`src/sv/thcm_pkg.sv`:
```
// Shared types, codes and calibration constants of the thruster command mixer.
package thcm_pkg;

   // Command kinds
   localparam logic [1:0] MODE_FORWARD  = 2'd0;
   localparam logic [1:0] MODE_SIDEWARD = 2'd1;
   localparam logic [1:0] MODE_UPWARD   = 2'd2;
   localparam logic [1:0] MODE_TURN     = 2'd3;

   // Thruster pairs
   localparam logic [1:0] PAIR_EAST_WEST = 2'd0;
   localparam logic [1:0] PAIR_SWAY      = 2'd1;
   localparam logic [1:0] PAIR_VERTICAL  = 2'd2;

   // Control register indexes
   localparam int CSR_IDX_W = 3;
   localparam int CSR_DATA_W = 9;
   localparam logic [CSR_IDX_W-1:0] CSR_MIN_UPWARD        = 3'd0;
   localparam logic [CSR_IDX_W-1:0] CSR_SOUTH_UP_BIAS     = 3'd1;
   localparam logic [CSR_IDX_W-1:0] CSR_MIN_SIDEWARD      = 3'd2;
   localparam logic [CSR_IDX_W-1:0] CSR_MIN_FORWARD       = 3'd3;
   localparam logic [CSR_IDX_W-1:0] CSR_MIN_TURN_FORWARD  = 3'd4;
   localparam logic [CSR_IDX_W-1:0] CSR_MIN_TURN_SIDEWARD = 3'd5;
   localparam logic [CSR_IDX_W-1:0] CSR_BUOYANCY_OFFSET   = 3'd6;

   // Scale factors applied before the divide by 255
   localparam logic [6:0] K_UPWARD = 7'd73;
   localparam logic [6:0] K_OTHER  = 7'd53;
   // Reciprocal of 255 in Q0.16, one low; corrected afterward
   localparam logic [8:0] RECIP_255 = 9'd257;

   // Shared multiply-add unit widths
   localparam int MUL_A_W = 17;
   localparam int MUL_B_W = 15;
   localparam int MUL_C_W = 22;
   localparam int MUL_P_W = MUL_A_W + MUL_B_W + 1;

   // Calibration selectors
   localparam int CAL_SEL_W = 3;
   localparam logic [CAL_SEL_W-1:0] CAL_EAST       = 3'd0;
   localparam logic [CAL_SEL_W-1:0] CAL_WEST       = 3'd1;
   localparam logic [CAL_SEL_W-1:0] CAL_NORTH_SWAY = 3'd2;
   localparam logic [CAL_SEL_W-1:0] CAL_SOUTH_SWAY = 3'd3;
   localparam logic [CAL_SEL_W-1:0] CAL_NORTH_UP   = 3'd4;
   localparam logic [CAL_SEL_W-1:0] CAL_SOUTH_UP   = 3'd5;

   typedef logic [MUL_A_W-1:0] cal_gain_type;
   typedef logic [MUL_C_W-1:0] cal_offset_type;

   // Linear calibration duty' = (A + B * duty) >> 16, Q8.16; west passes through.
   function automatic cal_offset_type cal_offset(input logic [CAL_SEL_W-1:0] sel);
      cal_offset_type result;
      case (sel)
         CAL_EAST:       result = 22'd2684998;
         CAL_WEST:       result = 22'd0;
         CAL_NORTH_SWAY: result = 22'd2757165;
         CAL_SOUTH_SWAY: result = 22'd3349270;
         CAL_NORTH_UP:   result = 22'd944540;
         CAL_SOUTH_UP:   result = 22'd1143962;
         default:        result = 22'd0;
      endcase
      return result;
   endfunction

   function automatic cal_gain_type cal_gain(input logic [CAL_SEL_W-1:0] sel);
      cal_gain_type result;
      case (sel)
         CAL_EAST:       result = 17'd67020;
         CAL_WEST:       result = 17'd65536;
         CAL_NORTH_SWAY: result = 17'd52545;
         CAL_SOUTH_SWAY: result = 17'd60615;
         CAL_NORTH_UP:   result = 17'd58615;
         CAL_SOUTH_UP:   result = 17'd60823;
         default:        result = 17'd65536;
      endcase
      return result;
   endfunction

endpackage

```
`src/sv/thcm_req_if.sv`:
```
// Command channel: valid/ready handshake carrying one motion command.
interface thcm_req_if;
   logic              valid;
   logic              ready;
   logic [1:0]        mode;
   logic signed [8:0] magnitude;

   modport source (output valid, output mode, output magnitude, input ready);
   modport sink   (input valid, input mode, input magnitude, output ready);
endinterface

```
`src/sv/thcm_rsp_if.sv`:
```
// Result channel: valid/ready handshake carrying one thruster pair drive.
interface thcm_rsp_if;
   logic       valid;
   logic       ready;
   logic [1:0] thruster_pair;
   logic [7:0] first_duty_inverted;
   logic       first_direction;
   logic [7:0] second_duty_inverted;
   logic       second_direction;

   modport source (output valid, output thruster_pair, output first_duty_inverted,
                   output first_direction, output second_duty_inverted,
                   output second_direction, input ready);
   modport sink   (input valid, input thruster_pair, input first_duty_inverted,
                   input first_direction, input second_duty_inverted,
                   input second_direction, output ready);
endinterface

```
`src/sv/thruster_command_mixer_core.sv`:
```
// Thruster command mixer top level: command front end, step sequencer, result register.
//
// Each motion command (forward, sideward, upward or turn) is turned into a thruster
// pair, two directions and two inverted duties. On its transfer a command is latched
// and its pair, directions and minimum are chosen; then it passes through five
// sequencer steps around one shared multiply-add unit (scale by 73 or 53,
// reciprocal multiply for the divide by 255, correction and minimum add, then the
// east/north and west/south calibrations), after which the next command can be taken.
// The command channel is ready only while the sequencer is idle. The result sits in
// an output register, so a new command is taken while the previous result still
// waits; the last step stalls only if that register is still full. The moving-forward
// flag resets to one and is updated when a command is taken. Control registers are to
// be written through the csr port while no command is in flight; the block itself
// does not enforce this.
module thruster_command_mixer_core #(
   parameter int DUTY_MAX = 255
) (
   input  logic                              clock,
   input  logic                              reset,
   thcm_req_if.sink                          req_ch,
   thcm_rsp_if.source                        rsp_ch,
   input  logic                              csr_write_en,
   input  logic [thcm_pkg::CSR_IDX_W-1:0]    csr_index,
   input  logic [thcm_pkg::CSR_DATA_W-1:0]   csr_write_data
);

   localparam int DW = $clog2(DUTY_MAX + 1);
   localparam int AW = 12;   // signed width of calibrated duty plus bias

   // Sequencer codes
   localparam logic [2:0] ST_IDLE       = 3'd0;
   localparam logic [2:0] ST_SCALE      = 3'd1;
   localparam logic [2:0] ST_RECIP      = 3'd2;
   localparam logic [2:0] ST_SUM        = 3'd3;
   localparam logic [2:0] ST_CAL_FIRST  = 3'd4;
   localparam logic [2:0] ST_CAL_SECOND = 3'd5;

   // ---------------------------------------------------------------------------
   // Control registers
   // ---------------------------------------------------------------------------
   logic [7:0]        min_upward_ff;
   logic signed [8:0] south_up_bias_ff;
   logic [7:0]        min_sideward_ff;
   logic [7:0]        min_forward_ff;
   logic [7:0]        min_turn_forward_ff;
   logic [7:0]        min_turn_sideward_ff;
   logic signed [8:0] buoyancy_offset_ff;

   always_ff @(posedge clock) begin
      if (reset) begin
         min_upward_ff        <= 8'd80;
         south_up_bias_ff     <= -9'sd35;
         min_sideward_ff      <= 8'd147;
         min_forward_ff       <= 8'd147;
         min_turn_forward_ff  <= 8'd60;
         min_turn_sideward_ff <= 8'd80;
         buoyancy_offset_ff   <= 9'sd0;
      end else if (csr_write_en) begin
         case (csr_index)
            thcm_pkg::CSR_MIN_UPWARD:        min_upward_ff        <= csr_write_data[7:0];
            thcm_pkg::CSR_SOUTH_UP_BIAS:     south_up_bias_ff     <= $signed(csr_write_data);
            thcm_pkg::CSR_MIN_SIDEWARD:      min_sideward_ff      <= csr_write_data[7:0];
            thcm_pkg::CSR_MIN_FORWARD:       min_forward_ff       <= csr_write_data[7:0];
            thcm_pkg::CSR_MIN_TURN_FORWARD:  min_turn_forward_ff  <= csr_write_data[7:0];
            thcm_pkg::CSR_MIN_TURN_SIDEWARD: min_turn_sideward_ff <= csr_write_data[7:0];
            thcm_pkg::CSR_BUOYANCY_OFFSET:   buoyancy_offset_ff   <= $signed(csr_write_data);
            default: begin
               // drop writes beyond the register list
            end
         endcase
      end
   end

   // ---------------------------------------------------------------------------
   // Sequencer, work and result registers
   // ---------------------------------------------------------------------------
   logic [2:0]                       state_ff, state_in;
   logic                             moving_forward_ff, moving_forward_in;
   logic [7:0]                       mag_ff, mag_in;
   logic [6:0]                       k_ff, k_in;
   logic [7:0]                       min_ff, min_in;
   logic [1:0]                       pair_ff, pair_in;
   logic                             dir_first_ff, dir_first_in;
   logic                             dir_second_ff, dir_second_in;
   logic [thcm_pkg::CAL_SEL_W-1:0]   cal_first_ff, cal_first_in;
   logic [thcm_pkg::CAL_SEL_W-1:0]   cal_second_ff, cal_second_in;
   logic                             bias_en_ff, bias_en_in;
   logic [14:0]                      prod_ff, prod_in;
   logic [6:0]                       quot_ff, quot_in;
   logic [8:0]                       sum_ff, sum_in;
   logic                             live_ff, live_in;
   logic [DW-1:0]                    duty_first_ff, duty_first_in;

   logic                             rsp_valid_ff, rsp_valid_in;
   logic [1:0]                       rsp_pair_ff, rsp_pair_in;
   logic [7:0]                       rsp_duty_first_ff, rsp_duty_first_in;
   logic                             rsp_dir_first_ff, rsp_dir_first_in;
   logic [7:0]                       rsp_duty_second_ff, rsp_duty_second_in;
   logic                             rsp_dir_second_ff, rsp_dir_second_in;

   // ---------------------------------------------------------------------------
   // Command front end: saturate, add buoyancy offset (upward only), take sign and magnitude
   // ---------------------------------------------------------------------------
   logic              req_xfer;
   logic signed [8:0] cmd_sat;
   logic signed [9:0] up_raw;
   logic signed [8:0] up_sat;
   logic signed [8:0] value;
   logic              cmd_pos;
   logic              value_pos;
   logic [8:0]        value_abs;

   assign req_xfer = req_ch.valid && req_ch.ready;

   always_comb begin
      // -256 is the only code outside +-255
      cmd_sat = (req_ch.magnitude == -9'sd256) ? -9'sd255 : req_ch.magnitude;
      up_raw  = 10'(cmd_sat) + 10'(buoyancy_offset_ff);
      if (up_raw > 10'sd255) begin
         up_sat = 9'sd255;
      end else if (up_raw < -10'sd255) begin
         up_sat = -9'sd255;
      end else begin
         up_sat = up_raw[8:0];
      end
      value     = (req_ch.mode == thcm_pkg::MODE_UPWARD) ? up_sat : cmd_sat;
      cmd_pos   = cmd_sat > 9'sd0;
      value_pos = value > 9'sd0;
      value_abs = value[8] ? 9'(-value) : 9'(value);
   end

   // ---------------------------------------------------------------------------
   // Shared multiply-add unit and its operand selection
   // ---------------------------------------------------------------------------
   logic [thcm_pkg::MUL_A_W-1:0]   mul_a;
   logic [thcm_pkg::MUL_B_W-1:0]   mul_b;
   logic [thcm_pkg::MUL_C_W-1:0]   mul_c;
   logic [thcm_pkg::MUL_P_W-1:0]   mul_res;
   logic [thcm_pkg::CAL_SEL_W-1:0] cal_sel;

   always_comb begin
      cal_sel = (state_ff == ST_CAL_SECOND) ? cal_second_ff : cal_first_ff;
      case (state_ff)
         ST_SCALE: begin
            mul_a = thcm_pkg::MUL_A_W'(mag_ff);
            mul_b = thcm_pkg::MUL_B_W'(k_ff);
            mul_c = '0;
         end
         ST_RECIP: begin
            mul_a = thcm_pkg::MUL_A_W'(thcm_pkg::RECIP_255);
            mul_b = prod_ff;
            mul_c = '0;
         end
         ST_CAL_FIRST, ST_CAL_SECOND: begin
            mul_a = thcm_pkg::cal_gain(cal_sel);
            mul_b = thcm_pkg::MUL_B_W'(sum_ff);
            mul_c = thcm_pkg::cal_offset(cal_sel);
         end
         default: begin
            mul_a = '0;
            mul_b = '0;
            mul_c = '0;
         end
      endcase
   end

   thcm_mul_acc u_mul_acc (
      .op_a   (mul_a),
      .op_b   (mul_b),
      .addend (mul_c),
      .result (mul_res)
   );

   // ---------------------------------------------------------------------------
   // Divide correction and duty clamp
   // ---------------------------------------------------------------------------
   logic [14:0]          quot_x255;
   logic [15:0]          rem;
   logic [7:0]           quot_fix;
   logic [9:0]           cal_q;
   logic signed [AW-1:0] duty_adj;
   logic [DW-1:0]        duty_now;
   logic [DW-1:0]        inv_first;
   logic [DW-1:0]        inv_second;
   logic [DW+7:0]        inv_first_wide;
   logic [DW+7:0]        inv_second_wide;
   logic                 rsp_free;

   always_comb begin
      // Reciprocal estimate is at most one low; the remainder tells
      quot_x255 = {quot_ff, 8'b0} - 15'(quot_ff);
      rem       = 16'(prod_ff) - 16'(quot_x255);
      quot_fix  = 8'(quot_ff) + ((rem >= 16'd255) ? 8'd1 : 8'd0);

      // Calibrated duty, bias on the south vertical thruster only
      cal_q    = mul_res[25:16];
      duty_adj = $signed(AW'(cal_q));
      if (bias_en_ff && state_ff == ST_CAL_SECOND) begin
         duty_adj = duty_adj + AW'(south_up_bias_ff);
      end
      if (!live_ff || duty_adj < $signed(AW'(0))) begin
         duty_now = '0;
      end else if (duty_adj > $signed(AW'(DUTY_MAX))) begin
         duty_now = DW'(DUTY_MAX);
      end else begin
         duty_now = duty_adj[DW-1:0];
      end

      inv_first       = DW'(DUTY_MAX) - duty_first_ff;
      inv_second      = DW'(DUTY_MAX) - duty_now;
      inv_first_wide  = (DW+8)'(inv_first);
      inv_second_wide = (DW+8)'(inv_second);
      rsp_free        = !rsp_valid_ff || rsp_ch.ready;
   end

   // ---------------------------------------------------------------------------
   // Next-state logic
   // ---------------------------------------------------------------------------
   always_comb begin
      state_in           = state_ff;
      moving_forward_in  = moving_forward_ff;
      mag_in             = mag_ff;
      k_in               = k_ff;
      min_in             = min_ff;
      pair_in            = pair_ff;
      dir_first_in       = dir_first_ff;
      dir_second_in      = dir_second_ff;
      cal_first_in       = cal_first_ff;
      cal_second_in      = cal_second_ff;
      bias_en_in         = bias_en_ff;
      prod_in            = prod_ff;
      quot_in            = quot_ff;
      sum_in             = sum_ff;
      live_in            = live_ff;
      duty_first_in      = duty_first_ff;
      rsp_valid_in       = rsp_valid_ff && !rsp_ch.ready;
      rsp_pair_in        = rsp_pair_ff;
      rsp_duty_first_in  = rsp_duty_first_ff;
      rsp_dir_first_in   = rsp_dir_first_ff;
      rsp_duty_second_in = rsp_duty_second_ff;
      rsp_dir_second_in  = rsp_dir_second_ff;

      case (state_ff)
         ST_IDLE: begin
            if (req_xfer) begin
               // Latch the command and choose pair, directions and minimum
               mag_in        = value_abs[7:0];
               k_in          = thcm_pkg::K_OTHER;
               bias_en_in    = 1'b0;
               dir_first_in  = value_pos;
               dir_second_in = value_pos;
               case (req_ch.mode)
                  thcm_pkg::MODE_FORWARD: begin
                     pair_in       = thcm_pkg::PAIR_EAST_WEST;
                     min_in        = min_forward_ff;
                     cal_first_in  = thcm_pkg::CAL_EAST;
                     cal_second_in = thcm_pkg::CAL_WEST;
                     if (cmd_sat != 9'sd0) begin
                        moving_forward_in = 1'b1;
                     end
                  end
                  thcm_pkg::MODE_SIDEWARD: begin
                     pair_in       = thcm_pkg::PAIR_SWAY;
                     min_in        = min_sideward_ff;
                     cal_first_in  = thcm_pkg::CAL_NORTH_SWAY;
                     cal_second_in = thcm_pkg::CAL_SOUTH_SWAY;
                     if (cmd_sat != 9'sd0) begin
                        moving_forward_in = 1'b0;
                     end
                  end
                  thcm_pkg::MODE_UPWARD: begin
                     pair_in       = thcm_pkg::PAIR_VERTICAL;
                     min_in        = min_upward_ff;
                     k_in          = thcm_pkg::K_UPWARD;
                     cal_first_in  = thcm_pkg::CAL_NORTH_UP;
                     cal_second_in = thcm_pkg::CAL_SOUTH_UP;
                     bias_en_in    = 1'b1;
                  end
                  default: begin
                     // Turn: the pair depends on the last straight motion
                     if (moving_forward_ff) begin
                        pair_in       = thcm_pkg::PAIR_SWAY;
                        min_in        = min_turn_sideward_ff;
                        cal_first_in  = thcm_pkg::CAL_NORTH_SWAY;
                        cal_second_in = thcm_pkg::CAL_SOUTH_SWAY;
                        dir_first_in  = !cmd_pos;
                        dir_second_in = cmd_pos;
                     end else begin
                        pair_in       = thcm_pkg::PAIR_EAST_WEST;
                        min_in        = min_turn_forward_ff;
                        cal_first_in  = thcm_pkg::CAL_EAST;
                        cal_second_in = thcm_pkg::CAL_WEST;
                        dir_first_in  = cmd_pos;
                        dir_second_in = !cmd_pos;
                     end
                  end
               endcase
               state_in = ST_SCALE;
            end
         end
         ST_SCALE: begin
            prod_in  = mul_res[14:0];
            state_in = ST_RECIP;
         end
         ST_RECIP: begin
            quot_in  = mul_res[22:16];
            state_in = ST_SUM;
         end
         ST_SUM: begin
            sum_in   = 9'(quot_fix) + 9'(min_ff);
            live_in  = quot_fix != 8'd0;
            state_in = ST_CAL_FIRST;
         end
         ST_CAL_FIRST: begin
            duty_first_in = duty_now;
            state_in      = ST_CAL_SECOND;
         end
         ST_CAL_SECOND: begin
            // Hold here until the result register frees up
            if (rsp_free) begin
               rsp_valid_in       = 1'b1;
               rsp_pair_in        = pair_ff;
               rsp_duty_first_in  = inv_first_wide[7:0];
               rsp_dir_first_in   = dir_first_ff;
               rsp_duty_second_in = inv_second_wide[7:0];
               rsp_dir_second_in  = dir_second_ff;
               state_in           = ST_IDLE;
            end
         end
         default: begin
            state_in = ST_IDLE;
         end
      endcase
   end

   always_ff @(posedge clock) begin
      if (reset) begin
         state_ff          <= ST_IDLE;
         moving_forward_ff <= 1'b1;
         rsp_valid_ff      <= 1'b0;
      end else begin
         state_ff          <= state_in;
         moving_forward_ff <= moving_forward_in;
         rsp_valid_ff      <= rsp_valid_in;
      end
   end

   // Payload registers carry no reset
   always_ff @(posedge clock) begin
      mag_ff             <= mag_in;
      k_ff               <= k_in;
      min_ff             <= min_in;
      pair_ff            <= pair_in;
      dir_first_ff       <= dir_first_in;
      dir_second_ff      <= dir_second_in;
      cal_first_ff       <= cal_first_in;
      cal_second_ff      <= cal_second_in;
      bias_en_ff         <= bias_en_in;
      prod_ff            <= prod_in;
      quot_ff            <= quot_in;
      sum_ff             <= sum_in;
      live_ff            <= live_in;
      duty_first_ff      <= duty_first_in;
      rsp_pair_ff        <= rsp_pair_in;
      rsp_duty_first_ff  <= rsp_duty_first_in;
      rsp_dir_first_ff   <= rsp_dir_first_in;
      rsp_duty_second_ff <= rsp_duty_second_in;
      rsp_dir_second_ff  <= rsp_dir_second_in;
   end

   // ---------------------------------------------------------------------------
   // Channel outputs
   // ---------------------------------------------------------------------------
   assign req_ch.ready                = (state_ff == ST_IDLE);
   assign rsp_ch.valid                = rsp_valid_ff;
   assign rsp_ch.thruster_pair        = rsp_pair_ff;
   assign rsp_ch.first_duty_inverted  = rsp_duty_first_ff;
   assign rsp_ch.first_direction      = rsp_dir_first_ff;
   assign rsp_ch.second_duty_inverted = rsp_duty_second_ff;
   assign rsp_ch.second_direction     = rsp_dir_second_ff;

endmodule

```
`src/sv/thcm_mul_acc.sv`:
```
// Shared unsigned multiply-add unit: product of two operands plus an addend.
module thcm_mul_acc (
   input  logic [thcm_pkg::MUL_A_W-1:0] op_a,
   input  logic [thcm_pkg::MUL_B_W-1:0] op_b,
   input  logic [thcm_pkg::MUL_C_W-1:0] addend,
   output logic [thcm_pkg::MUL_P_W-1:0] result
);

   logic [thcm_pkg::MUL_A_W+thcm_pkg::MUL_B_W-1:0] product;

   assign product = op_a * op_b;
   assign result  = thcm_pkg::MUL_P_W'(product) + thcm_pkg::MUL_P_W'(addend);

endmodule

```
`src/flat_wrapper.sv`:
```
// flat-port wrapper written by rule: the top's interface ports become plain ports
module thruster_command_mixer_core_flat 
#(
   parameter int DUTY_MAX = 255
)
  (clock, reset, csr_write_en, csr_index, csr_write_data, req_ch_valid, req_ch_mode, req_ch_magnitude, req_ch_ready, rsp_ch_valid, rsp_ch_thruster_pair, rsp_ch_first_duty_inverted, rsp_ch_first_direction, rsp_ch_second_duty_inverted, rsp_ch_second_direction, rsp_ch_ready);
  thcm_req_if req_ch_i ();
  thcm_rsp_if rsp_ch_i ();
  input  logic clock;
  input  logic reset;
  input  logic csr_write_en;
  input  logic [thcm_pkg::CSR_IDX_W-1:0] csr_index;
  input  logic [thcm_pkg::CSR_DATA_W-1:0] csr_write_data;
  input wire logic [$bits(req_ch_i.valid)-1:0] req_ch_valid;
  input wire logic [$bits(req_ch_i.mode)-1:0] req_ch_mode;
  input wire logic [$bits(req_ch_i.magnitude)-1:0] req_ch_magnitude;
  output wire logic [$bits(req_ch_i.ready)-1:0] req_ch_ready;
  output wire logic [$bits(rsp_ch_i.valid)-1:0] rsp_ch_valid;
  output wire logic [$bits(rsp_ch_i.thruster_pair)-1:0] rsp_ch_thruster_pair;
  output wire logic [$bits(rsp_ch_i.first_duty_inverted)-1:0] rsp_ch_first_duty_inverted;
  output wire logic [$bits(rsp_ch_i.first_direction)-1:0] rsp_ch_first_direction;
  output wire logic [$bits(rsp_ch_i.second_duty_inverted)-1:0] rsp_ch_second_duty_inverted;
  output wire logic [$bits(rsp_ch_i.second_direction)-1:0] rsp_ch_second_direction;
  input wire logic [$bits(rsp_ch_i.ready)-1:0] rsp_ch_ready;
  assign req_ch_i.valid = req_ch_valid;
  assign req_ch_i.mode = req_ch_mode;
  assign req_ch_i.magnitude = req_ch_magnitude;
  assign req_ch_ready = req_ch_i.ready;
  assign rsp_ch_valid = rsp_ch_i.valid;
  assign rsp_ch_thruster_pair = rsp_ch_i.thruster_pair;
  assign rsp_ch_first_duty_inverted = rsp_ch_i.first_duty_inverted;
  assign rsp_ch_first_direction = rsp_ch_i.first_direction;
  assign rsp_ch_second_duty_inverted = rsp_ch_i.second_duty_inverted;
  assign rsp_ch_second_direction = rsp_ch_i.second_direction;
  assign rsp_ch_i.ready = rsp_ch_ready;
  thruster_command_mixer_core #(.DUTY_MAX(DUTY_MAX)) u_core (.clock(clock), .reset(reset), .req_ch(req_ch_i), .rsp_ch(rsp_ch_i), .csr_write_en(csr_write_en), .csr_index(csr_index), .csr_write_data(csr_write_data));
endmodule
```
`config.mk`:
```
export PLATFORM = sky130hd
export DESIGN_NAME = thruster_command_mixer_core_flat
export DESIGN_NICKNAME = d
export VERILOG_FILES = /design/src/sv/thcm_pkg.sv /design/src/sv/thcm_req_if.sv /design/src/sv/thcm_rsp_if.sv /design/src/sv/thruster_command_mixer_core.sv /design/src/sv/thcm_mul_acc.sv /design/src/flat_wrapper.sv
export SDC_FILE = /design/constraint.sdc
export NUM_CORES = 1
export LEC_CHECK = 0
export ABC_AREA = 1
export BUFFER_PORTS_ARGS = -buffer_cell sky130_fd_sc_hd__buf_2
export CAP_MARGIN = 20
export CORE_UTILIZATION = 47
export DETAILED_ROUTE_END_ITERATION = 8
export PLACE_DENSITY = 0.65
export SYNTH_ARGS = -nofsm -noshare
export SYNTH_HDL_FRONTEND = slang
export SYNTH_SLANG_ARGS = --single-unit
```
`constraint.sdc`:
```
create_clock -name clock -period 10.5 [get_ports clock]
set_input_delay 0.525 -clock clock [delete_from_list [all_inputs] [get_ports clock]]
set_output_delay 0.525 -clock clock [all_outputs]
set_load 0.005 [all_outputs]
```
==> results of run 1 <==
-- sequential cells by signal, indices dropped and copies added (netlist names), 7 cells and up --
name                                flops
u_core.prod_ff                         15
u_core.buoyancy_offset_ff               9
u_core.south_up_bias_ff                 9
u_core.sum_ff                           9
u_core.duty_first_ff                    8
u_core.mag_ff                           8
u_core.min_ff                           8
u_core.min_forward_ff                   8
u_core.min_sideward_ff                  8
u_core.min_turn_forward_ff              8
u_core.min_turn_sideward_ff             8
u_core.min_upward_ff                    8
u_core.rsp_ch.first_duty_inverted       8
u_core.rsp_ch.second_duty_inverted      8
u_core.quot_ff                          7
-- cells in the mapped netlist (2+ instances only) --
master and number:
a211oi_1 3, a21boi_0 3, a21o_1 5, a21oi_1 72
a21oi_2 2, a21oi_4 2, a221oi_1 2, a22o_1 2
a31oi_1 3, buf_2 2, clkbuf_1 21, clkinv_1 7
conb_1 2, dfxtp_1 63, edfxtp_1 81, fa_1 177
ha_1 152, inv_1 459, inv_2 10, inv_4 4
nand2_1 355, nand2_4 2, nand3_1 68, nand3b_1 3
nand4_1 11, nor2_1 243, nor2_2 7, nor2_8 4
nor3_1 15, nor4_1 4, o2111ai_1 9, o211ai_1 6
o21a_1 4, o21ai_0 86, o21ai_1 4, o21bai_1 5
o22ai_1 4, or2_2 6, xnor2_1 14, xor2_1 48
-- worst max-delay path: cells and delay by family, from the launching register on --
kind	cells	cell delay (ns)
adders and majority gates	9	3.27
and+or+nand+nor	9	2.51
AOI/OAI and AO/OA	9	1.84
buffers and inverters	9	0.92
DFF	1	0.60
xor gates and xnor gates	1	0.30
-- final cells by class --
cell class | instances | area share
inverter | 481 | 0.104
clock buffer | 18 | 0.0245
tap | 448 | 0.0320
sequential | 144 | 0.211
timing repair buffer | 58 | 0.0183
multi-input combinational | 1395 | 0.603
clock inverter | 14 | 0.00686
-- routing by layer --
layer,track usage,share of wire,vias up
met5,0,0,-
met4,0.0895,0.032,0
met3,0.0399,0.062,74
met2,0.436,0.48,416
met1,0.343,0.43,6123
li1,-,-,6302
-- worst paths after layout --
path	slack, ns	endpoint
setup reg to reg	0.82	u_core.rsp_ch.second_duty_inverted[3]
hold reg to reg	0.42	u_core.rsp_ch.first_direction
hold / removal	0.37	u_core.buoyancy_offset_ff[8]
setup / recovery	0.82	u_core.rsp_ch.second_duty_inverted[3]
-- logic make-up after synthesis --
kind of cell	share of synthesized area
buffers and inverters	0.121
and+or+nand+nor	0.190
AOI/OAI and AO/OA	0.0808
adders and majority gates	0.341
other	0.000471
muxes	0.000627
DFF	0.232
xor gates and xnor gates	0.0340
-- repair_timing --
action / 4_1_cts / 5_1_grt
endpoints found under the hold margin: 0 / 0
hold buffers: 0 / 0
setup endpoints to repair: 0 / 8
resized for setup: 0 / 1
-- power groups by stage --
stage	registers [mW]	clock network, mW	logic (mW)
floorplan	0.727	0	1.89
global placement	0.752	0	2.44
finish	0.741	0.568	2.48
global route	0.745	0.596	2.82
detailed placement	0.753	0	2.46
CTS	0.741	0.574	2.48
==> metrics.txt, run 1 <==
setup ws final 0.817 ns; slew of the pin with the lowest slew margin 1.06 ns; status finished with violations; Rows 67; commonest non-fill, non-tap cell in the layout inv_1; slowest CP cell nor2_1; Placed Instance Area 0.0170 sq mm; Post-Syn Area per Cell 8.03 sq um; post-synth top area cell fa_1; LEAKAGE 9.11 nW; Power Density 216 mW/mm^2; Iter 0 DRT Violations 952; Mapped Area 0.0160 sq mm; Peak VDD IR 208 uV; overall power 3.79 mW; launch point of the worst path u_core.cal_second_ff[1]; CTS clk-pin slew, worst paths 0.07 ns; critical-path maximum fanout 12; R2R depth 37; number of synthesized flops with an enable pin 81; Max-Cap Viols 0; failing checks DRC; Routability Congestion 0.998; final worst path period need 9.68 ns; cells after synthesis 1988; Fill cells 3183; setup TNS 0 ns; Overflow after GRT 0; dpl ws 0.826 ns; storage element area 0.00369 sq mm; root buffer cell clkbuf_16; period utilization 0.922; Residual DRC 2; Switching Fraction 0.495; top-area cell type share of the netlist area 0.222; WHS 0.371 ns; Hold Path Origin csr_write_data[8]; synthesized flop and latch total 144; TritonCTS Buffers 17; all-layer global routing usage 0.260; number of global-route vias before repair 12700; Final nets 2454; # Post-CTS Setup Buffers 0; Via density 5.05; die area 0.0347 sq mm; synthesis-to-finish area growth 9.71%; first-pass GRT wire length 67.9 mm; asr flop ratio synth 0; initial antenna violation count 0; Int Power 1.91 mW; Multi-input gate area 0.0106 sq mm; Distinct cells, synth 58; crit path launch type flip-flop; ant diodes 0; final setup violating endpoints 0; Core Util, Final 0.523; skew final 0.0106 ns; worst skew pair latency 0.42 ns; P_sw 1.87 mW; dpl cells 2526; Final Hold Fails 0; endpoint class of the critical path flip-flop; CTS tree done; RSZ-0062 raised after global routing no; H-tree Lvls 4; Vias 12900; Initial Util 0.477; die width 186 um; TritonRoute pass-1 iters 9; Logic pwr share 0.654; Post-DRT Antenna Nets 0; Peak Freq 0.103 GHz; io pins 50; critical path's largest stage delay 0.84 ns; HPWL Detailed 36.1 mm; Pins Over Slew Limit 0; Routed WL per cell 16.7 um; CP required 10.67 ns; Reg-to-Reg Start u_core.cal_second_ff[1]; synth warn 0; largest net degree at the start of global routing 54; clock share of power 0.150; Final Non-Filler Cells 2558; aggregate routed wire length 42.8 mm; IO buf count 49; TritonCTS Sinks 144; WP data arrival 9.86 ns; sequential fraction of the synthesis area 0.232; Hold Path Depth 3; CTS Buffer Depth 2; ranking of synthesized cells by area fa_1, edfxtp_1, ha_1; most frequent cells in the layout inv_1, nand2_1, nor2_1, fa_1, ha_1; core area 0.0334 sq mm; Die Ht 186 um; Slew HR 0.288; design area 0.0175 sq mm; HP Class in2reg; sequential share of power 0.196; fraction of layout cells with a size suffix above 1 0.0664; Synth Flop Type edfxtp_1; Crit Path Category reg2reg; most frequent CP cell inv_1
No activity file was read; power rests on OpenSTA's default activity.
==> run 2: changes to the inputs <==
--- a/config.mk
+++ b/config.mk
@@ -5,9 +5,10 @@
 export SDC_FILE = /design/constraint.sdc
 export NUM_CORES = 1
 export LEC_CHECK = 0
-export ABC_AREA = 1
+export ABC_AREA = 0
 export BUFFER_PORTS_ARGS = -buffer_cell sky130_fd_sc_hd__buf_2
 export CAP_MARGIN = 20
+export CORE_MARGIN = 2
 export CORE_UTILIZATION = 47
 export DETAILED_ROUTE_END_ITERATION = 8
 export PLACE_DENSITY = 0.65
==> run 2 against run 1 <==
Effect of this change: the flow now finishes without violations; synthesized area fell by 2.7%; clock skew rose by 0.0072 ns; count of clock-buffer cells in the layout fell by 1; critical endpoint is now u_core.rsp_ch.second_duty_inverted[2]; largest cell class unchanged; sequential share of layout area rose by 0.30 points; largest power group unchanged; first-iteration DRC count fell by 27%; register-to-register slack got worse by 0.24 ns.
==> metrics.txt, run 2 <==
status completed (was finished with violations); io pins 50 (unchanged); WP data arrival 10.12 ns (was 9.86 ns); Crit Path Category reg2reg (unchanged); Overflow after GRT 0 (unchanged); worst skew pair latency 0.44 ns (was 0.42 ns); post-synth top area cell fa_1 (unchanged); initial antenna violation count 0 (unchanged); most frequent CP cell inv_1 (unchanged); multiplexer area fraction after synthesis 0.0305 (was 0.000627); synthesized flop and latch total 144 (unchanged); ant diodes 0 (unchanged); Critical path buffers and inverters 8 (was 9); dpl cells 2244 (was 2526); Crit path depth 39 (was 37); endpoint class of the critical path flip-flop (unchanged); sequential fraction of the synthesis area 0.238 (was 0.232); most frequent cells in the layout inv_1, nor2_1, fa_1, nand2_1, ha_1 (was inv_1, nand2_1, nor2_1, fa_1, ha_1); Post-DRT Antenna Nets 0 (unchanged); HPWL Detailed 30.6 mm (was 36.1 mm); CTS Buffer Depth 2 (unchanged); top-area cell type share of the netlist area 0.228 (was 0.222); final worst path period need 9.92 ns (was 9.68 ns); ranking of synthesized cells by area fa_1, edfxtp_1, ha_1 (unchanged); Rows 66 (was 67); fraction of the mapped netlist area in simple logic gates 0.147 (was 0.190); HP Class in2reg (unchanged); critical-path maximum fanout 16 (was 12); Post-Syn Area per Cell 9.10 sq um (was 8.03 sq um); aggregate routed wire length 37.7 mm (was 42.8 mm); Initial Util 0.477 (about the same); die area 0.0345 sq mm (was 0.0347 sq mm); Residual DRC 0 (was 2); xor/xnor share of the synthesized area 0.0361 (was 0.0340); Compound-Gate Fraction of Synth Area 0.109 (was 0.0808); H-tree Lvls 4 (unchanged); slew of the pin with the lowest slew margin 1.08 ns (was 1.06 ns); Die Ht 186 um (about the same); slowest CP cell fa_1 (was nor2_1); TritonRoute pass-1 iters 7 (was 9); max reg flops 15 (unchanged); top cells by count, synth inv_1, nor2_1, fa_1 (was inv_1, nand2_1, nor2_1); Max-Cap Viols 0 (unchanged); setup slack, reg-to-reg 0.58 ns (was 0.82 ns); Power Density 210 mW/mm^2 (was 216 mW/mm^2); Distinct cells, synth 66 (was 58); commonest non-fill, non-tap cell in the layout inv_1 (unchanged); WHS 0.399 ns (was 0.371 ns); synth warn 0 (unchanged); core area 0.0325 sq mm (was 0.0334 sq mm); skew final 0.0177 ns (was 0.0106 ns); Mapped Area 0.0155 sq mm (was 0.0160 sq mm); IO buf count 49 (unchanged); Iter 0 DRT Violations 699 (was 952); Vias 11800 (was 12900); period utilization 0.945 (was 0.922); asr flop ratio synth 0 (unchanged); Synth Area in Adders 0.351 (was 0.341); critical path's largest stage delay 0.56 ns (was 0.84 ns); LEAKAGE 8.06 nW (was 9.11 nW); Pins Over Slew Limit 0 (unchanged); CP required 10.70 ns (was 10.67 ns); largest net degree at the start of global routing 41 (was 54); Hold Path Depth 3 (unchanged); final setup violating endpoints 0 (unchanged); all-layer global routing usage 0.231 (was 0.260); largest family of logic cells by synthesized area adder cells (unchanged); Synth Flop Type edfxtp_1 (unchanged); R2R depth 39 (was 37); TritonCTS Sinks 144 (unchanged); number of synthesized flops with an enable pin 81 (unchanged); crit path launch type flip-flop (unchanged); first-pass GRT wire length 61.5 mm (was 67.9 mm); synthesis-to-finish area growth 11.1% (was 9.71%); root buffer cell clkbuf_16 (unchanged); cells after synthesis 1706 (was 1988); Final Non-Filler Cells 2277 (was 2558); overall power 3.62 mW (was 3.79 mW); most flop-heavy register u_core.prod_ff (unchanged); top-count cell post-synth inv_1 (unchanged); Routability Congestion 0.900 (was 0.998); Final Hold Fails 0 (unchanged); Peak VDD IR 195 uV (was 208 uV); Peak Freq 0.101 GHz (was 0.103 GHz); setup TNS 0 ns (unchanged); Routed WL per cell 16.6 um (was 16.7 um); TritonCTS Buffers 17 (unchanged); Slew HR 0.282 (was 0.288); die width 186 um (about the same); CTS clk-pin slew, worst paths 0.07 ns (about the same); fraction of layout cells with a size suffix above 1 0.0959 (was 0.0664); CTS tree done (unchanged); RSZ-0062 raised after global routing no (unchanged); CP delay by family, top adder cells (unchanged); number of global-route vias before repair 12100 (was 12700); Via density 5.18 (was 5.05); Final nets 2179 (was 2454)
-- run 2: cell types whose count changed in the layout (fill, tap and decap cells not counted), moves of 20 or more --
cell,before,now
and2_1,1,22
o21ai_0,86,39
inv_1,458,312
or2_2,6,26
buf_4,8,39
a21oi_1,71,96
nand2_1,355,152
nor2_1,243,182
xnor2_1,14,42
xor2_1,48,21
nand3_1,68,33
nand2b_1,0,20
-- run 2: kinds of logic after synthesis --
group,after synthesis
adder cells (fa/ha/maj),330
AO/OA/AOI/OAI,262
flip-flops,144
multiplexers,36
XOR/XNOR,64
AND/OR/NAND/NOR,507
buffers and inverters,361
other,2
-- run 2: stage by stage --
stage / util / instance area [sq um] / setup slack [ns]
after detailed placement: 0.511 / 16600 / 0.446
after CTS: 0.530 / 17200 / 0.382
after global routing: 0.530 / 17300 / 0.107
after global placement: 0.511 / 16600 / 0.658
after floorplan: - / 15700 / 0.915
final: 0.530 / 17300 / 0.575
-- run 2: worst paths after layout --
kind | startpoint | end
max | u_core.cal_second_ff[2] | u_core.rsp_ch.second_duty_inverted[2]
min | csr_write_data[8] | u_core.buoyancy_offset_ff[8]
max reg2reg | u_core.cal_second_ff[2] | u_core.rsp_ch.second_duty_inverted[2]
min reg2reg | u_core.dir_second_ff | u_core.rsp_ch.second_direction
-- run 2: power by group --
| group | leakage [nW] | switching (mW) | internal (mW) | total [mW] |
|---|---|---|---|---|
| clock network | 0.291 | 0.280 | 0.319 | 0.599 |
| registers | 1.26 | 0.0408 | 0.691 | 0.732 |
| logic | 6.51 | 1.33 | 0.962 | 2.29 |
| total | 8.06 | 1.65 | 1.97 | 3.62 |
-- run 2: repair_timing --
item	CTS	global route
endpoints found under the hold margin	0	0
resized for setup	0	2
buffers inserted	0	1
hold buffers	0	0
endpoints found under the setup margin	0	16
-- run 2: tightest hold or removal path, cell delays in order --
cell and delay (ns):
buf_2 0.13, nand2_1 0.06, a21oi_1 0.06
-- run 2: final cells by class --
class | instances | area, sq um
clock inverter | 15 | 164
fill | 3036 | 15300
tap | 442 | 553
timing repair buffer | 88 | 538
sequential | 144 | 3690
inverter | 313 | 1170
multi-input combinational | 1258 | 10700
clock buffer | 17 | 425
-- run 2: per-layer routing --
layer / GRT usage / wire, um / up-vias
met5: 0 / 0 / -
met4: 0.0882 / 1390 / 0
met3: 0.0303 / 1810 / 76
met2: 0.387 / 18000 / 325
met1: 0.305 / 16400 / 5682
li1: - / - / 5714
==> run 3: changes to the inputs <==
--- a/config.mk
+++ b/config.mk
@@ -8,7 +8,6 @@
 export ABC_AREA = 0
 export BUFFER_PORTS_ARGS = -buffer_cell sky130_fd_sc_hd__buf_2
 export CAP_MARGIN = 20
-export CORE_MARGIN = 2
 export CORE_UTILIZATION = 47
 export DETAILED_ROUTE_END_ITERATION = 8
 export PLACE_DENSITY = 0.65
==> run 3 against run 2 <==
Effect of this change: hold slack worse by 0.0038 ns; via count down 0.11%; routed wire length up 0.60%; combinational power about the same; first-iteration DRC count down 14%; global-route usage up 0.78 points; maximum frequency down 0.51%; largest cell class unchanged; sequential share of layout area about the same; critical path type unchanged; flip-flop and latch count unchanged; largest power group unchanged; total power down 0.86%; register-to-register slack worse by 0.05 ns.
==> metrics.txt, run 3 (synthesis gave the netlist of run 2 again) <==
met3 Usage GRT 0.0412 (was 0.0303); CP required 10.69 ns (was 10.70 ns); critical path's largest stage delay 0.55 ns (was 0.56 ns); overall power 3.59 mW (was 3.62 mW); most frequent cells in the layout inv_1, nor2_1, fa_1, nand2_1, ha_1 (unchanged); Placed Instance Area 0.0166 sq mm (unchanged); Residual DRC 0 (unchanged); launch point of the worst path u_core.cal_second_ff[2] (unchanged); Iter 0 DRT Violations 599 (was 699); GRT met2 Usage 0.403 (was 0.387); Initial Util 0.477 (unchanged); first-pass GRT wire length 62.0 mm (was 61.5 mm); HPWL Detailed 31.0 mm (was 30.6 mm); dpl ws 0.339 ns (was 0.446 ns); # hold bufs at CTS 0 (unchanged); TritonCTS Sinks 144 (unchanged); Routed WL per cell 16.6 um (about the same); Rows 66 (unchanged); Most Crowded Layer GR met2 (unchanged); status completed (unchanged); die area 0.0338 sq mm (was 0.0345 sq mm); largest net degree at the start of global routing 41 (unchanged); Max-Cap Viols 0 (unchanged); critical-path maximum fanout 16 (unchanged); P_sw 1.63 mW (was 1.65 mW); clock share of power 0.163 (was 0.165); Slew HR 0.280 (was 0.282); period utilization 0.950 (was 0.945); CTS clk-pin slew, worst paths 0.07 ns (about the same); Logic pwr share 0.633 (about the same); all-layer global routing usage 0.239 (was 0.231); CTS tree done (unchanged); CP delay by family, top adder cells (unchanged); final setup violating endpoints 0 (unchanged); Power Density 208 mW/mm^2 (was 210 mW/mm^2); max reg flops 15 (unchanged); Routability Congestion 0.970 (was 0.900); skew final 0.00935 ns (was 0.0177 ns); Fill cells 3085 (was 3036); Switching Fraction 0.453 (was 0.455); Peak VDD IR 213 uV (was 195 uV); synthesis-to-finish area growth 11.1% (about the same); core area 0.0325 sq mm (unchanged); slew of the pin with the lowest slew margin 1.08 ns (about the same); Int Power 1.97 mW (about the same); slowest CP cell fa_1 (unchanged); commonest non-fill, non-tap cell in the layout inv_1 (unchanged); Vias 11800 (about the same); H-tree Lvls 4 (unchanged); number of global-route vias before repair 11900 (was 12100); Post-DRT Antenna Nets 0 (unchanged); WP data arrival 10.16 ns (was 10.12 ns); aggregate routed wire length 37.9 mm (was 37.7 mm); RSZ-0062 raised after global routing no (unchanged); Overflow after GRT 0 (unchanged); Final nets 2181 (was 2179); initial antenna violation count 0 (unchanged); sequential share of power 0.204 (was 0.202); Critical path buffers and inverters 8 (unchanged); Die Ht 184 um (was 186 um); Pins Over Slew Limit 0 (unchanged); io pins 50 (unchanged); most flop-heavy register u_core.prod_ff (unchanged); TritonCTS Buffers 17 (unchanged); setup slack, reg-to-reg 0.53 ns (was 0.58 ns); WHS 0.395 ns (was 0.399 ns); Hold Path Origin csr_write_data[8] (unchanged); IO buf count 49 (unchanged); HP Class in2reg (unchanged); die width 184 um (was 186 um); Crit Path Category reg2reg (unchanged); endpoint class of the critical path flip-flop (unchanged); worst skew pair latency 0.43 ns (was 0.44 ns); Final Hold Fails 0 (unchanged); crit path launch type flip-flop (unchanged); met1 Usage GRT 0.311 (was 0.305); most frequent CP cell inv_1 (unchanged); CTS Buffer Depth 2 (unchanged); Via density 5.17 (was 5.18); Peak Freq 0.100 GHz (was 0.101 GHz); ant diodes 0 (unchanged); setup ws final 0.525 ns (was 0.575 ns); design area 0.0172 sq mm (was 0.0173 sq mm); Reg-to-Reg Start u_core.cal_second_ff[2] (unchanged); LEAKAGE 8.06 nW (about the same); final worst path period need 9.97 ns (was 9.92 ns); fraction of layout cells with a size suffix above 1 0.0969 (was 0.0959); setup TNS 0 ns (unchanged); root buffer cell clkbuf_16 (unchanged); TritonRoute pass-1 iters 5 (was 7)
-- run 3: cell types whose count changed in the layout (fill, tap and decap cells not counted), sizes merged --
cell,delta
inv,-1
buf,+2
clkinvlp,+1
-- run 3: area by class of cell --
| type | instances | area [sq um] | share of cell area |
|---|---|---|---|
| tap | 442 | 553 | 0.0321 |
| inverter | 313 | 1170 | 0.0681 |
| clock inverter | 15 | 143 | 0.00827 |
| sequential | 144 | 3690 | 0.214 |
| multi-input combinational | 1258 | 10700 | 0.621 |
| clock buffer | 17 | 425 | 0.0247 |
| timing repair buffer | 90 | 553 | 0.0321 |
-- run 3: timing repair --
action                                  4_1_cts  5_1_grt
hold endpoints to repair                      0        0
endpoints found under the setup margin        0       16
gates resized for setup                       0        2
buffers inserted                              0        3
-- run 3: path summary, 6_finish.rpt --
check | endpoint | depth (start not counted)
setup reg to reg | u_core.rsp_ch.second_duty_inverted[3] | 39
hold / removal | u_core.buoyancy_offset_ff[8] | 3
setup / recovery | u_core.rsp_ch.second_duty_inverted[3] | 39
hold reg to reg | u_core.rsp_ch.first_direction | 0
-- run 3: power groups by stage --
stage / Combinational, mW / Sequential, mW / Clock [mW]
final: 2.27 / 0.732 / 0.587
after floorplan: 1.77 / 0.717 / 0
after global placement: 2.18 / 0.743 / 0
after global routing: 2.56 / 0.737 / 0.613
after CTS: 2.24 / 0.732 / 0.591
after detailed placement: 2.21 / 0.744 / 0
-- run 3: metal layers --
metal,vias up,wire length (um)
li1,5728,-
met1,5730,16500
met2,275,18400
met3,51,1930
met4,0,1050
met5,-,0
-- run 3: worst register-to-register path, delay by kind of cell (launching register included) --
family / cells / cell delay [ns]
adders and majority gates: 9 / 4.06
AOI/OAI and AO/OA: 10 / 2.16
and+or+nand+nor: 11 / 2.10
buffers and inverters: 8 / 0.77
DFF: 1 / 0.47
xor gates and xnor gates: 1 / 0.19
-- run 3: metrics by stage --
stage | instances | utilization
after detailed placement | 2244 | 0.511
after CTS | 2276 | 0.529
after global routing | 2279 | 0.530
after floorplan | 1763 | -
final | 2279 | 0.530
after global placement | 2244 | 0.511
